--- config.mk ---
export PLATFORM = sky130hd
export DESIGN_NAME = permutation_unrank_unit_flat
export DESIGN_NICKNAME = d
export VERILOG_FILES = /design/src/sv/pu_pkg.sv /design/src/sv/pu_ifs.sv /design/src/sv/permutation_unrank_unit.sv /design/src/sv/pu_div.sv /design/src/sv/pu_pool.sv /design/src/flat_wrapper.sv
export VERILOG_INCLUDE_DIRS = /design/src /design/src/sv
export SDC_FILE = /design/constraint.sdc
export NUM_CORES = 1
export LEC_CHECK = 0
export BUFFER_PORTS_ARGS = -buffer_cell sky130_fd_sc_hd__buf_4
export CORE_MARGIN = 4
export CORE_UTILIZATION = 25
export CTS_CLUSTER_SIZE = 20
export DETAILED_ROUTE_END_ITERATION = 12
export SLEW_MARGIN = 20
export SYNTH_ARGS = -nofsm -noshare
export SYNTH_HDL_FRONTEND = slang
export SYNTH_SLANG_ARGS = --single-unit
--- constraint.sdc ---
create_clock -name clock -period 5.6 [get_ports clock]
set_input_delay 0.28 -clock clock [delete_from_list [all_inputs] [get_ports clock]]
set_output_delay 0.28 -clock clock [all_outputs]
set_load 0.005 [all_outputs]
--- src/sv/permutation_unrank_unit_assert.svh ---
// Assertion macros for the permutation unrank unit.
// Depends on nothing; the including module supplies clock and reset.
`ifndef PERMUTATION_UNRANK_UNIT_ASSERT_SVH
`define PERMUTATION_UNRANK_UNIT_ASSERT_SVH

// Same-cycle implication, checked while out of reset.
`define PU_CHECK(lbl, ante, cons, msg) \
   lbl: assert property (@(posedge clock) disable iff (reset) (ante) |-> (cons)) \
      else $error(msg);

// Next-cycle implication, checked while out of reset.
`define PU_CHECK_NEXT(lbl, ante, cons, msg) \
   lbl: assert property (@(posedge clock) disable iff (reset) (ante) |=> (cons)) \
      else $error(msg);

`endif

--- src/sv/pu_pkg.sv ---
// Shared constants, types and the factorial table of the permutation unrank unit.
// No dependencies; the interfaces and modules import this package.
package pu_pkg;

   localparam int unsigned ElementsDefault = 27;
   localparam int unsigned SlotW           = 5;
   localparam int unsigned RankW           = 64;
   localparam int unsigned FactFitMax      = 20;
   localparam int unsigned LaterBits       = 5;
   localparam int unsigned StepW           = 7;

   typedef logic [SlotW-1:0] slot_type;
   typedef logic [RankW-1:0] rank_type;
   typedef logic [StepW-1:0] step_type;

   // full: divide the whole 64-bit dividend; otherwise only its low LaterBits bits
   // produce quotient bits (the quotient is known to be below 32)
   typedef struct packed {
      logic start;
      logic full;
   } div_ctl_type;

   typedef struct packed {
      logic busy;
      logic done;
   } div_sts_type;

   typedef struct packed {
      logic init;
      logic take;
   } pool_ctl_type;

   // f! for f up to FactFitMax; larger orders return zero
   function automatic rank_type fact_of(input slot_type f);
      rank_type v;
      case (f)
         5'd0:    v = 64'd1;
         5'd1:    v = 64'd1;
         5'd2:    v = 64'd2;
         5'd3:    v = 64'd6;
         5'd4:    v = 64'd24;
         5'd5:    v = 64'd120;
         5'd6:    v = 64'd720;
         5'd7:    v = 64'd5040;
         5'd8:    v = 64'd40320;
         5'd9:    v = 64'd362880;
         5'd10:   v = 64'd3628800;
         5'd11:   v = 64'd39916800;
         5'd12:   v = 64'd479001600;
         5'd13:   v = 64'd6227020800;
         5'd14:   v = 64'd87178291200;
         5'd15:   v = 64'd1307674368000;
         5'd16:   v = 64'd20922789888000;
         5'd17:   v = 64'd355687428096000;
         5'd18:   v = 64'd6402373705728000;
         5'd19:   v = 64'd121645100408832000;
         5'd20:   v = 64'd2432902008176640000;
         default: v = '0;
      endcase
      return v;
   endfunction

endpackage

--- src/sv/pu_ifs.sv ---
// Valid/ready channel interfaces for rank transactions in and slot transactions out.
// Depends on pu_pkg.
interface pu_req_if import pu_pkg::*; ();
   logic     valid;
   logic     ready;
   rank_type rank;

   modport source (output valid, output rank, input ready);
   modport sink   (input valid, input rank, output ready);
endinterface

interface pu_rsp_if import pu_pkg::*; ();
   logic     valid;
   logic     ready;
   slot_type position;
   slot_type element;
   logic     last;

   modport source (output valid, output position, output element, output last, input ready);
   modport sink   (input valid, input position, input element, input last, output ready);
endinterface

--- src/sv/permutation_unrank_unit.sv ---
// Permutation unrank unit: 64-bit rank in, ELEMENTS slot transactions out (Lehmer code).
// A slot whose factorial exceeds 64 bits gets digit zero with no division; other slots run
// the shared divider, full width on the first of them. A new rank is taken only in ST_IDLE,
// after the last slot is in the output register; result stalls hold the sequencer in ST_PICK.
// Reset: synchronous, active high; clears the sequencer and output valid.
// Depends on pu_pkg, pu_ifs, pu_div, pu_pool and permutation_unrank_unit_assert.svh.
`include "permutation_unrank_unit_assert.svh"

module permutation_unrank_unit import pu_pkg::*; #(
   parameter int unsigned ELEMENTS = ElementsDefault
) (
   input logic     clock,
   input logic     reset,
   pu_req_if.sink  req_chan,
   pu_rsp_if.source rsp_chan
);

   localparam int unsigned IdxW = $clog2(ELEMENTS);

   // one-hot sequencer
   typedef enum logic [3:0] {
      ST_IDLE  = 4'b0001,
      ST_SETUP = 4'b0010,
      ST_DIV   = 4'b0100,
      ST_PICK  = 4'b1000
   } state_type;

   state_type        state_ff, state_in;
   slot_type         slot_ff, slot_in;
   rank_type         rem_ff, rem_in;
   logic [IdxW-1:0]  pick_ff, pick_in;
   logic             rsp_valid_ff, rsp_valid_in;
   slot_type         position_ff, position_in;
   slot_type         element_ff, element_in;
   logic             last_ff, last_in;

   slot_type         fact_order;
   logic             fact_fits;
   logic [IdxW-1:0]  last_idx;
   logic             is_last_slot;
   logic             out_free;
   logic             req_take;

   div_ctl_type      div_ctl;
   div_sts_type      div_sts;
   rank_type         div_quo;
   rank_type         div_rem;
   pool_ctl_type     pool_ctl;
   slot_type         chosen;

   // factorial order for this slot is (unused count - 1)
   assign fact_order   = SlotW'(ELEMENTS - 1) - slot_ff;
   assign fact_fits    = (fact_order <= SlotW'(FactFitMax));
   assign last_idx     = IdxW'(ELEMENTS - 1) - IdxW'(slot_ff);
   assign is_last_slot = (slot_ff == SlotW'(ELEMENTS - 1));
   assign out_free     = ~rsp_valid_ff | rsp_chan.ready;
   assign req_take     = req_chan.valid & req_chan.ready;

   assign req_chan.ready = (state_ff == ST_IDLE);

   always_comb begin
      state_in     = state_ff;
      slot_in      = slot_ff;
      rem_in       = rem_ff;
      pick_in      = pick_ff;
      rsp_valid_in = rsp_valid_ff;
      position_in  = position_ff;
      element_in   = element_ff;
      last_in      = last_ff;
      div_ctl      = '0;
      pool_ctl     = '0;

      // drop the output valid once the transaction is taken
      if (rsp_valid_ff && rsp_chan.ready) begin
         rsp_valid_in = 1'b0;
      end

      case (state_ff)
         ST_IDLE: begin
            if (req_take) begin
               rem_in        = req_chan.rank;
               slot_in       = '0;
               pool_ctl.init = 1'b1;
               state_in      = ST_SETUP;
            end
         end
         ST_SETUP: begin
            if (fact_fits) begin
               // full-width pass on the first dividing slot; later quotients stay below 32
               div_ctl.start = 1'b1;
               div_ctl.full  = (slot_ff == '0) || (fact_order == SlotW'(FactFitMax));
               state_in      = ST_DIV;
            end else begin
               // factorial beyond 64 bits: digit is zero, rank passes through
               pick_in  = '0;
               state_in = ST_PICK;
            end
         end
         ST_DIV: begin
            if (div_sts.done) begin
               rem_in   = div_rem;
               // clamp a digit past the unused count to the last unused entry
               pick_in  = (div_quo > RankW'(last_idx)) ? last_idx : IdxW'(div_quo);
               state_in = ST_PICK;
            end
         end
         ST_PICK: begin
            // hold until the output register can take the slot
            if (out_free) begin
               pool_ctl.take = 1'b1;
               rsp_valid_in  = 1'b1;
               position_in   = slot_ff;
               element_in    = chosen;
               last_in       = is_last_slot;
               if (is_last_slot) begin
                  state_in = ST_IDLE;
               end else begin
                  slot_in  = slot_ff + SlotW'(1);
                  state_in = ST_SETUP;
               end
            end
         end
         default: begin
            state_in = ST_IDLE;
         end
      endcase
   end

   always_ff @(posedge clock) begin
      if (reset) begin
         state_ff     <= ST_IDLE;
         slot_ff      <= '0;
         rsp_valid_ff <= 1'b0;
      end else begin
         state_ff     <= state_in;
         slot_ff      <= slot_in;
         rsp_valid_ff <= rsp_valid_in;
      end
      rem_ff      <= rem_in;
      pick_ff     <= pick_in;
      position_ff <= position_in;
      element_ff  <= element_in;
      last_ff     <= last_in;
   end

   // shared divider: remaining rank by (unused count - 1)!
   pu_div u_div (
      .clock     (clock),
      .reset     (reset),
      .ctl       (div_ctl),
      .dividend  (rem_ff),
      .divisor   (fact_of(fact_order)),
      .sts       (div_sts),
      .quotient  (div_quo),
      .remainder (div_rem)
   );

   // unused elements in ascending order
   pu_pool #(
      .ELEMENTS (ELEMENTS)
   ) u_pool (
      .clock  (clock),
      .ctl    (pool_ctl),
      .pick   (pick_ff),
      .chosen (chosen)
   );

   assign rsp_chan.valid    = rsp_valid_ff;
   assign rsp_chan.position = position_ff;
   assign rsp_chan.element  = element_ff;
   assign rsp_chan.last     = last_ff;

   // a finished division leaves a remainder below the factorial
   `PU_CHECK(a_div_rem_below, (state_ff == ST_DIV) && div_sts.done, div_rem < fact_of(fact_order), "divider remainder not below divisor")
   // an accepted rank starts at slot zero with the divider idle
   `PU_CHECK_NEXT(a_start_slot, req_take, (state_ff == ST_SETUP) && (slot_ff == '0) && !div_sts.busy, "rank did not start at slot zero")
   // the last flag marks the final slot only
   `PU_CHECK(a_last_slot, rsp_valid_ff, last_ff == (position_ff == SlotW'(ELEMENTS - 1)), "last flag on wrong slot")
   // a pick never points past the unused entries
   `PU_CHECK(a_pick_range, state_ff == ST_PICK, pick_ff <= last_idx, "pick index beyond unused count")

endmodule

--- src/sv/pu_div.sv ---
// Shared restoring divider: one compare-and-subtract per cycle, 64 or 5 steps.
// Depends on pu_pkg.
module pu_div import pu_pkg::*; (
   input  logic        clock,
   input  logic        reset,
   input  div_ctl_type ctl,
   input  rank_type    dividend,
   input  rank_type    divisor,
   output div_sts_type sts,
   output rank_type    quotient,
   output rank_type    remainder
);

   rank_type     rem_ff, rem_in;
   rank_type     quo_ff, quo_in;
   rank_type     den_ff, den_in;
   step_type     steps_ff, steps_in;
   logic         busy_ff, busy_in;
   logic         done_ff, done_in;
   logic [RankW:0] trial;
   logic [RankW:0] diff;
   logic         fits;

   assign trial = {rem_ff, quo_ff[RankW-1]};
   assign diff  = trial - {1'b0, den_ff};
   assign fits  = ~diff[RankW];

   always_comb begin
      rem_in   = rem_ff;
      quo_in   = quo_ff;
      den_in   = den_ff;
      steps_in = steps_ff;
      busy_in  = busy_ff;
      done_in  = 1'b0;
      if (ctl.start) begin
         den_in  = divisor;
         busy_in = 1'b1;
         if (ctl.full) begin
            rem_in   = '0;
            quo_in   = dividend;
            steps_in = StepW'(RankW);
         end else begin
            rem_in   = dividend >> LaterBits;
            quo_in   = dividend << (RankW - LaterBits);
            steps_in = StepW'(LaterBits);
         end
      end else if (busy_ff) begin
         // shift in the next dividend bit, subtract when it fits
         rem_in   = fits ? diff[RankW-1:0] : trial[RankW-1:0];
         quo_in   = {quo_ff[RankW-2:0], fits};
         steps_in = steps_ff - StepW'(1);
         if (steps_ff == StepW'(1)) begin
            busy_in = 1'b0;
            done_in = 1'b1;
         end
      end
   end

   always_ff @(posedge clock) begin
      if (reset) begin
         busy_ff <= 1'b0;
         done_ff <= 1'b0;
      end else begin
         busy_ff <= busy_in;
         done_ff <= done_in;
      end
      rem_ff   <= rem_in;
      quo_ff   <= quo_in;
      den_ff   <= den_in;
      steps_ff <= steps_in;
   end

   assign sts.busy  = busy_ff;
   assign sts.done  = done_ff;
   assign quotient  = quo_ff;
   assign remainder = rem_ff;

endmodule

--- src/sv/pu_pool.sv ---
// Ordered list of still-unused elements with pick-and-remove.
// Depends on pu_pkg.
module pu_pool import pu_pkg::*; #(
   parameter int unsigned ELEMENTS = ElementsDefault
) (
   input  logic                        clock,
   input  pool_ctl_type                ctl,
   input  logic [$clog2(ELEMENTS)-1:0] pick,
   output slot_type                    chosen
);

   localparam int unsigned IdxW = $clog2(ELEMENTS);

   slot_type list_ff [ELEMENTS];
   slot_type list_in [ELEMENTS];

   assign chosen = list_ff[pick];

   always_comb begin
      for (int i = 0; i < ELEMENTS; i++) begin
         list_in[i] = list_ff[i];
         if (ctl.init) begin
            list_in[i] = SlotW'(i);
         end else if (ctl.take && (i < ELEMENTS - 1) && (IdxW'(i) >= pick)) begin
            // close the gap left by the picked entry
            list_in[i] = list_ff[(i < ELEMENTS - 1) ? i + 1 : i];
         end
      end
   end

   always_ff @(posedge clock) begin
      for (int i = 0; i < ELEMENTS; i++) begin
         list_ff[i] <= list_in[i];
      end
   end

endmodule
--- src/flat_wrapper.sv ---
// flat-port wrapper written by rule: the top's interface ports become plain ports
module permutation_unrank_unit_flat import pu_pkg::*;
#(
   parameter int unsigned ELEMENTS = ElementsDefault
)
  (clock, reset, req_chan_valid, req_chan_rank, req_chan_ready, rsp_chan_valid, rsp_chan_position, rsp_chan_element, rsp_chan_last, rsp_chan_ready);
  pu_req_if req_chan_i ();
  pu_rsp_if rsp_chan_i ();
  input logic clock;
  input logic reset;
  input wire logic [$bits(req_chan_i.valid)-1:0] req_chan_valid;
  input wire logic [$bits(req_chan_i.rank)-1:0] req_chan_rank;
  output wire logic [$bits(req_chan_i.ready)-1:0] req_chan_ready;
  output wire logic [$bits(rsp_chan_i.valid)-1:0] rsp_chan_valid;
  output wire logic [$bits(rsp_chan_i.position)-1:0] rsp_chan_position;
  output wire logic [$bits(rsp_chan_i.element)-1:0] rsp_chan_element;
  output wire logic [$bits(rsp_chan_i.last)-1:0] rsp_chan_last;
  input wire logic [$bits(rsp_chan_i.ready)-1:0] rsp_chan_ready;
  assign req_chan_i.valid = req_chan_valid;
  assign req_chan_i.rank = req_chan_rank;
  assign req_chan_ready = req_chan_i.ready;
  assign rsp_chan_valid = rsp_chan_i.valid;
  assign rsp_chan_position = rsp_chan_i.position;
  assign rsp_chan_element = rsp_chan_i.element;
  assign rsp_chan_last = rsp_chan_i.last;
  assign rsp_chan_i.ready = rsp_chan_ready;
  permutation_unrank_unit #(.ELEMENTS(ELEMENTS)) u_core (.clock(clock), .reset(reset), .req_chan(req_chan_i), .rsp_chan(rsp_chan_i));
endmodule
# Word-level counts from Yosys, hierarchy flattened
# Memory sizes are Yosys's and may differ from the RTL's. A register that Yosys moved wholly into a read port is not among the register bits.
# Index checks and enable logic that the tools add are counted.
[word_totals]
register_bits = 286
ram_bits = 135
romBits = 1824
output_inout_bits = 13
mem_count = 2
[classes]
addsub = 4
n_lt_le_gt_ge = 28
eq_ne = 13
muxes = 93
bitwise = 5
reduce_logical = 39
[mem_list]
columns = ["memory", "depth", "width", "read_ports", "rd_ports_with_merged_regs", "write_ports", "line", "rtl"]
rows = [
  ["(no name shown)", 32, 57, 1, 1, 0, "pu_pkg.sv:36", "case (f)"],
  ["u_core.u_pool.list_ff", 27, 5, 27, 1, 27, "pu_pool.sv:14", "slot_type list_ff [ELEMENTS];"],
]
[ops]
columns = ["op", "n"]
rows = [
  ["64-bit two-way mux", 8],
  ["5-bit two-way mux", 59],
  ["64-bit case mux with 2 select lines", 1],
  ["65-bit by 64-bit subtractor with 65-bit output", 1],
  ["64-bit by 5-bit greater-than comparator with 1-bit output", 1],
  ["59-bit two-way mux", 1],
  ["5-bit greater-or-equal comparator (first input constant)", 10],
  ["4-bit by 5-bit greater-or-equal comparator with 1-bit output (first input constant)", 8],
  ["1-bit logical AND", 27],
  ["7-bit two-way mux", 3],
  ["3-bit by 5-bit greater-or-equal comparator with 1-bit output (first input constant)", 4],
  ["5-bit case mux with 2 select lines", 2],
  ["4-bit two-way mux", 4],
  ["4-bit case mux with 4 select lines", 1],
  ["1-bit two-way mux", 11],
  ["5-bit == test (second input constant)", 2],
  ["1-bit by 5-bit greater-or-equal comparator with 1-bit output (first input constant)", 2],
  ["2-bit by 5-bit greater-or-equal comparator with 1-bit output (first input constant)", 2],
  ["2-bit inequality test (second input constant)", 5],
  ["3-bit AND reduction", 3],
  ["2-bit nonzero test", 4],
  ["7-bit by 1-bit == test with 1-bit output (second input constant)", 1],
  ["7-bit by 1-bit subtractor with 7-bit output (second input constant)", 1],
  ["2-bit two-way mux", 3],
  ["16 further kinds", 18],
]

# Longest topological paths before layout
[logic_depth]
word_depth = 7
ltp_mapped = 15
depth_no_buf = 14

# By module
# Synthesis repeated with hierarchy kept, for this count alone.
[unflattened]
cells_unflattened = 2238
hier_area_um2 = 22461.5
[by_module_without_submodules]
columns = ["mod", "instances", "cells_each", "area_each_um2", "seq_area_each_um2"]
rows = [
  ["pu_div", 1, 1153, 12169.2, 6015.8],
  ["pu_pool", 1, 556, 5474.0, 2372.3],
  ["permutation_unrank_unit", 1, 529, 4818.4, 2602.5],
]

# Least setup slack after synthesis
# OpenSTA, ideal clock, no wires.
[synth_path]
path_kind = "register to register"
startpoint = "register u_core.slot_ff[1]"
endpoint = "register u_core.u_div.quo_ff[0], in the netlist u_core.u_div.quotient[0] (enable)"
setup_ns = 0.437
t_arrival_ns = 4.031
required_time_ns = 5.163
setup_slack_ns = 1.132
stages_incl_launch_ff = 13
path_buffers = 3
synth_period_minus_slack_ns = 4.468
cell_sequence = "dfxtp_1 -> ha_1 -> clkbuf_1 -> inv_1 -> ha_1 -> nand2b_1 -> nand2_1 -> nand2_1 -> nand2_1 -> inv_1 -> clkbuf_1 -> clkbuf_1 -> or2_2"
[synth_between]
elab_chain_len = 5
[synth_lines]
columns = ["item", "line", "rtl"]
rows = [
  ["from (decl)", "permutation_unrank_unit.sv:29", "slot_type slot_ff, slot_in;"],
  ["from (signal assigned)", "permutation_unrank_unit.sv:136", "slot_ff <= slot_in;"],
  ["5-bit subtractor", "permutation_unrank_unit.sv:52", "assign fact_order = SlotW'(ELEMENTS - 1) - slot_ff;"],
  ["net u_core.fact_order[2]", "permutation_unrank_unit.sv:37", "slot_type fact_order;"],
  ["5-bit less-or-equal comparator", "permutation_unrank_unit.sv:53", "assign fact_fits = (fact_order <= SlotW'(FactFitMax));"],
  ["2-bit two-way mux", "permutation_unrank_unit.sv:88", "if (fact_fits) begin"],
  ["2-bit two-way mux", "permutation_unrank_unit.sv:78", "case (state_ff)"],
  ["2-bit nonzero test (no line)", "--", ""],
  ["to (signal assigned)", "pu_div.sv:68", "quo_ff <= quo_in;"],
  ["to (decl)", "pu_div.sv:15", "rank_type quo_ff, quo_in;"],
]
# The timed path passes the listed nets, and every way through them passes these cells.
# A chain may end at the register's enable or synchronous reset.

# Worst setup path after layout
[layout_path]
startpoint = "register u_core.u_div.rem_ff[10], in the netlist u_core.u_div.remainder[10]"
endpoint = "register u_core.u_div.rem_ff[52], in the netlist u_core.u_div.remainder[52] (data pin)"
[layout_between]
elab_chain_len = 4
[layout_lines]
columns = ["item", "line", "rtl"]
rows = [
  ["from (decl)", "pu_div.sv:14", "rank_type rem_ff, rem_in;"],
  ["from (signal assigned)", "pu_div.sv:67", "rem_ff <= rem_in;"],
  ["65-bit by 64-bit subtractor with 65-bit output", "pu_div.sv:25", "assign diff = trial - {1'b0, den_ff};"],
  ["64-bit two-way mux", "pu_div.sv:49", "rem_in = fits ? diff[RankW-1:0] : trial[RankW-1:0];"],
  ["64-bit two-way mux", "pu_div.sv:47", "end else if (busy_ff) begin"],
  ["64-bit two-way mux", "pu_div.sv:35", "if (ctl.start) begin"],
  ["net u_core.u_div.rem_in[52]", "pu_div.sv:14", ""],
]
# The timed path passes the listed nets, and every way through them passes these cells. The select of a mux whose other input is x is not followed.

==> flow_summary_export.csv <==
group,metric,value,unit
floorplan,die_area,0.0914,mm^2
final_layout,drive_gt1_share,8.80,%
critical_path,r2r-start,"u_core.u_div.remainder[10]",
run_status,status,"finished, final reports clean",
sta,max_slew.worst_pin.slew,1.04,ns
sta,rsz0062_at_grt,"no",
yosys,synthesis.area,0.0217,mm^2
global_route,grt_overflow,0,
global_route,grt_max_degree,124,
final_layout,n_antenna_cell,0,
cts,cts.repair.resized,0,
sta,setup_viol,0,
critical_path,r2r_end,"u_core.u_div.remainder[52]",
global_route,grt_util_all_layers,13.4,%
yosys,synth_edf_count,268,
critical_path,startpoint_type,"flip-flop",
critical_path,critPathMaxStageDelay,0.76,ns
floorplan,die_x,302,um
cts,clk-insertion-delay-late,0.59,ns
critical_path,r2r_cells,10,
yosys,synth-async-reset-ratio,0,%
global_route,grt_first_pass_wirelength,97.5,mm
place,post-dp-hpwl,43.6,mm
cts,cts_setup_buffers,0,
yosys,synthMuxAreaShare,6.51,%
critical_path,crit_family,"simple AND/OR/NAND/NOR gates",
cts,cts_buffer_depth,3,
final_layout,fillerInstances,8952,
sta,fmax,243,MHz
sta,tns,0,ns
final_layout,fin_util,29.8,%
run,cap_violations,0,
sta,finClkSkew,0.0339,ns
yosys,yosys_warnings,0,
critical_path,arrival,4.52,ns
final_layout,stdcell_area,0.0255,mm^2
sta,period_needed,4.11,ns
critical_path,crit_type,"reg2reg",
yosys,synthCells,2351,
cts,numCtsBuffers,44,
floorplan,rows,107,
critical_path,path_cells,"ha_1 -> nand3_1 -> nor4_1 -> o31a_1 -> o21ai_1 -> a211oi_1 -> nor3_1 -> nand4b_4 -> or4_1 -> a21oi_1",
detailed_routing,dr.pass1.iters,5,
worst_hold_path,hold_class,"in2reg",
final_layout,areaGrowthSynthToFinish,17.5,%
yosys,yosys.area_share.simple,18.9,%
critical_path,critPathLaunch,"u_core.u_div.remainder[10]",
floorplan,fp.dieH,302,um
yosys,synth_area_leaders,"edfxtp_1, dfxtp_1, nand2_1",
sta,final_hold_viol_count,0,
power_and_ir_drop,powerDensity,296,mW/mm^2
critical_path,crit_required,6.01,ns
yosys,synth-main-ff-cell,"edfxtp_1",
critical_path,endpoint_kind,"flip-flop",
floorplan,core_area,0.0855,mm^2
critical_path,crit_slowest_cell,"or4_1",
yosys,synth_adder_area_share,4.53,%
yosys,synth.top_cell.area_share,37.1,%
cts,cts_tree,"built",
yosys,synth_compound_area_share,14.8,%
global_route,grt_pass1_vias,16800,
floorplan,num_io_pins,81,
power_and_ir_drop,p_leak,9.94,nW
global_route,antenna_found_initial,1,
worst_hold_path,hold_depth,3,
place,gp_congestion,0.877,
cts,clk_pin_slew,0.06,ns
detailed_routing,drt_iter0_drc,1638,
sta,drv_slew,0,
final_layout,fin_nets,2564,
critical_path,crit_path_max_fanout,35,
place,portBuffers,80,
floorplan,start_util,25.3,%
power_and_ir_drop,ir_drop,0.174,mV
detailed_routing,vias_per_cell,4.90,
yosys,ys_ff_latch,391,
worst_hold_path,whs_endpoint,"u_core.rem_ff[61]",
yosys,synth_xor_area_share,2.71,%
detailed_routing,ant_nets,0,
worst_hold_path,hp-start,"req_chan_rank[61]",
sta,fin_crit_sh,73.4,%
critical_path,r2r_slack,1.49,ns
place,placed_cell_area,0.0234,mm^2
cts,cts-root-buf,"clkbuf_16",
critical_path,cp_num_buf_inv,0,
detailed_routing,wl,63.1,mm
cts,htreeDepth,2,
detailed_routing,drc,0,
sta,maxSlewHeadroom,30.9,%
yosys,yosysTopAreaCell,"edfxtp_1",
detailed_routing,route.vias.total,17600,
yosys,syn_avg_cell_area,9.22,um^2
cts,clkSinkCount,391,
yosys,synth_top_family_by_area,"simple AND/OR/NAND/NOR gates",
detailed_routing,wl_per_cell,17.5,um
yosys,ys_seq_area_share,48.5,%
yosys,synth_fp_nets,2496,
yosys,synthDistinctLibCells,83,
-- cells in the final DEF, fill, tap and decap left out, drive strengths merged, types with 16 or more instances in the layout --
| master | count |
|---|---|
| a211oi | 16 |
| a21o | 20 |
| a21oi | 175 |
| buf | 100 |
| clkbuf | 54 |
| clkinv | 18 |
| dfxtp | 123 |
| dlygate4sd3 | 55 |
| edfxtp | 268 |
| ha | 76 |
| inv | 88 |
| mux2i | 123 |
| nand2 | 492 |
| nand2b | 21 |
| nand3 | 71 |
| nand4 | 18 |
| nor2 | 190 |
| nor3 | 31 |
| nor4 | 28 |
| o21ai | 160 |
| o22ai | 45 |
| xnor2 | 36 |
| xor2 | 31 |
-- through the flow --
step | power, mW | hold WS, ns | setup WS [ns] | cells
detailed placement | 4.48 | 0.458 | 1.50 | 3462
CTS | 7.63 | 0.00504 | 1.47 | 3598
global route | 7.85 | 0.0280 | 1.15 | 3598
floorplan | 4.10 | 0.357 | 1.13 | 2351
finish | 7.53 | 0.0315 | 1.49 | 3598
global placement | 4.47 | 0.452 | 1.57 | 3462
-- logic make-up (layout without fill, tap and decap cells) --
logic type	Yosys count	after routing
simple gates	931	931
flops	391	391
mux	132	132
compound gates	533	533
fa+ha+maj	78	78
xor+xnor	67	67
buf+inv	219	322
-- sequential cells by signal (all words and copies together) (netlist names), 5 cells and up --
signal	flops
u_core.u_pool.list_ff	116
u_core.rem_ff	64
u_core.u_div.quotient	64
u_core.u_div.remainder	64
u_core.u_div.den_ff	48
u_core.u_div.steps_ff	7
u_core.pick_ff	5
u_core.rsp_chan.element	5
u_core.rsp_chan.position	5
u_core.slot_ff	5
-- area by class of cell --
| class | instances | area, um^2 | share of cell area (%) |
|---|---|---|---|
| multi-input cells | 1741 | 10300 | 40.5 |
| repair buffers | 155 | 1350 | 5.31 |
| well taps | 1144 | 1430 | 5.62 |
| flip-flops and latches | 391 | 10500 | 41.3 |
| clock buffers | 54 | 1190 | 4.68 |
| inverters | 86 | 328 | 1.29 |
| clock inverters | 27 | 334 | 1.31 |
-- metal layers --
metal	up-vias	wire [um]	track usage, %
li1	8566	-	-
met1	8476	29700	19.3
met2	512	28600	21.4
met3	81	3560	1.98
met4	2	1220	3.00
met5	-	13	0
-- worst min-delay path, stage by stage --
cell and delay [ns]:
buf_4 0.10, nand2_1 0.05, nand2_1 0.05
-- how the worst max path moves through the flow --
| stage | end | slack, ns | cells after the start |
|---|---|---|---|
| after floorplan | u_core.u_div.quotient[0] | 1.13 | 12 |
| final | u_core.u_div.remainder[52] | 1.49 | 10 |
| after global routing | u_core.pick_ff[3] | 1.15 | 15 |
| after global placement | u_core.u_div.remainder[48] | 1.57 | 12 |
| after detailed placement | u_core.u_div.remainder[52] | 1.50 | 12 |
| after CTS | u_core.u_div.remainder[52] | 1.47 | 12 |
-- power breakdown --
part | switching [mW] | total (mW) | internal (mW)
Sequential | 0.132 | 3.48 | 3.35
Combinational | 0.676 | 0.960 | 0.284
Clock | 1.24 | 3.09 | 1.84
-- timing repair --
| action | CTS | global route |
|---|---|---|
| setup endpoints to repair | 0 | 0 |
| hold endpoints to repair | 65 | 0 |
| hold buffers | 55 | 0 |
-- Yosys cell counts (5+ instances only) --
cell type  instances
nand2_1          492
clkbuf_1         108
inv_1             84
xnor2_1           36
a21oi_1          175
nor2_1           190
buf_1              8
and3_1             8
nand2b_1          20
nor4_1            26
a31oi_1           14
ha_1              76
xor2_1            31
and2_1            12
edfxtp_1         268
o221ai_1           6
nand3_1           71
dfxtp_1          123
or3_1              8
nor3_1            30
mux2i_1          123
or4_1              5
a211o_1            6
a22o_1             6
a21boi_0           6
nand3b_1           5
buf_4              7
or2_2             12
buf_2              5
nor4b_1            6
nand4_1           18
nor2b_1           13
o22ai_1           45
a21o_1            20
o211ai_1          12
mux4_2             7
o21ai_0          156
a211oi_1          16
o21a_1            10
Note: power is estimated with default switching activity, not from simulation.
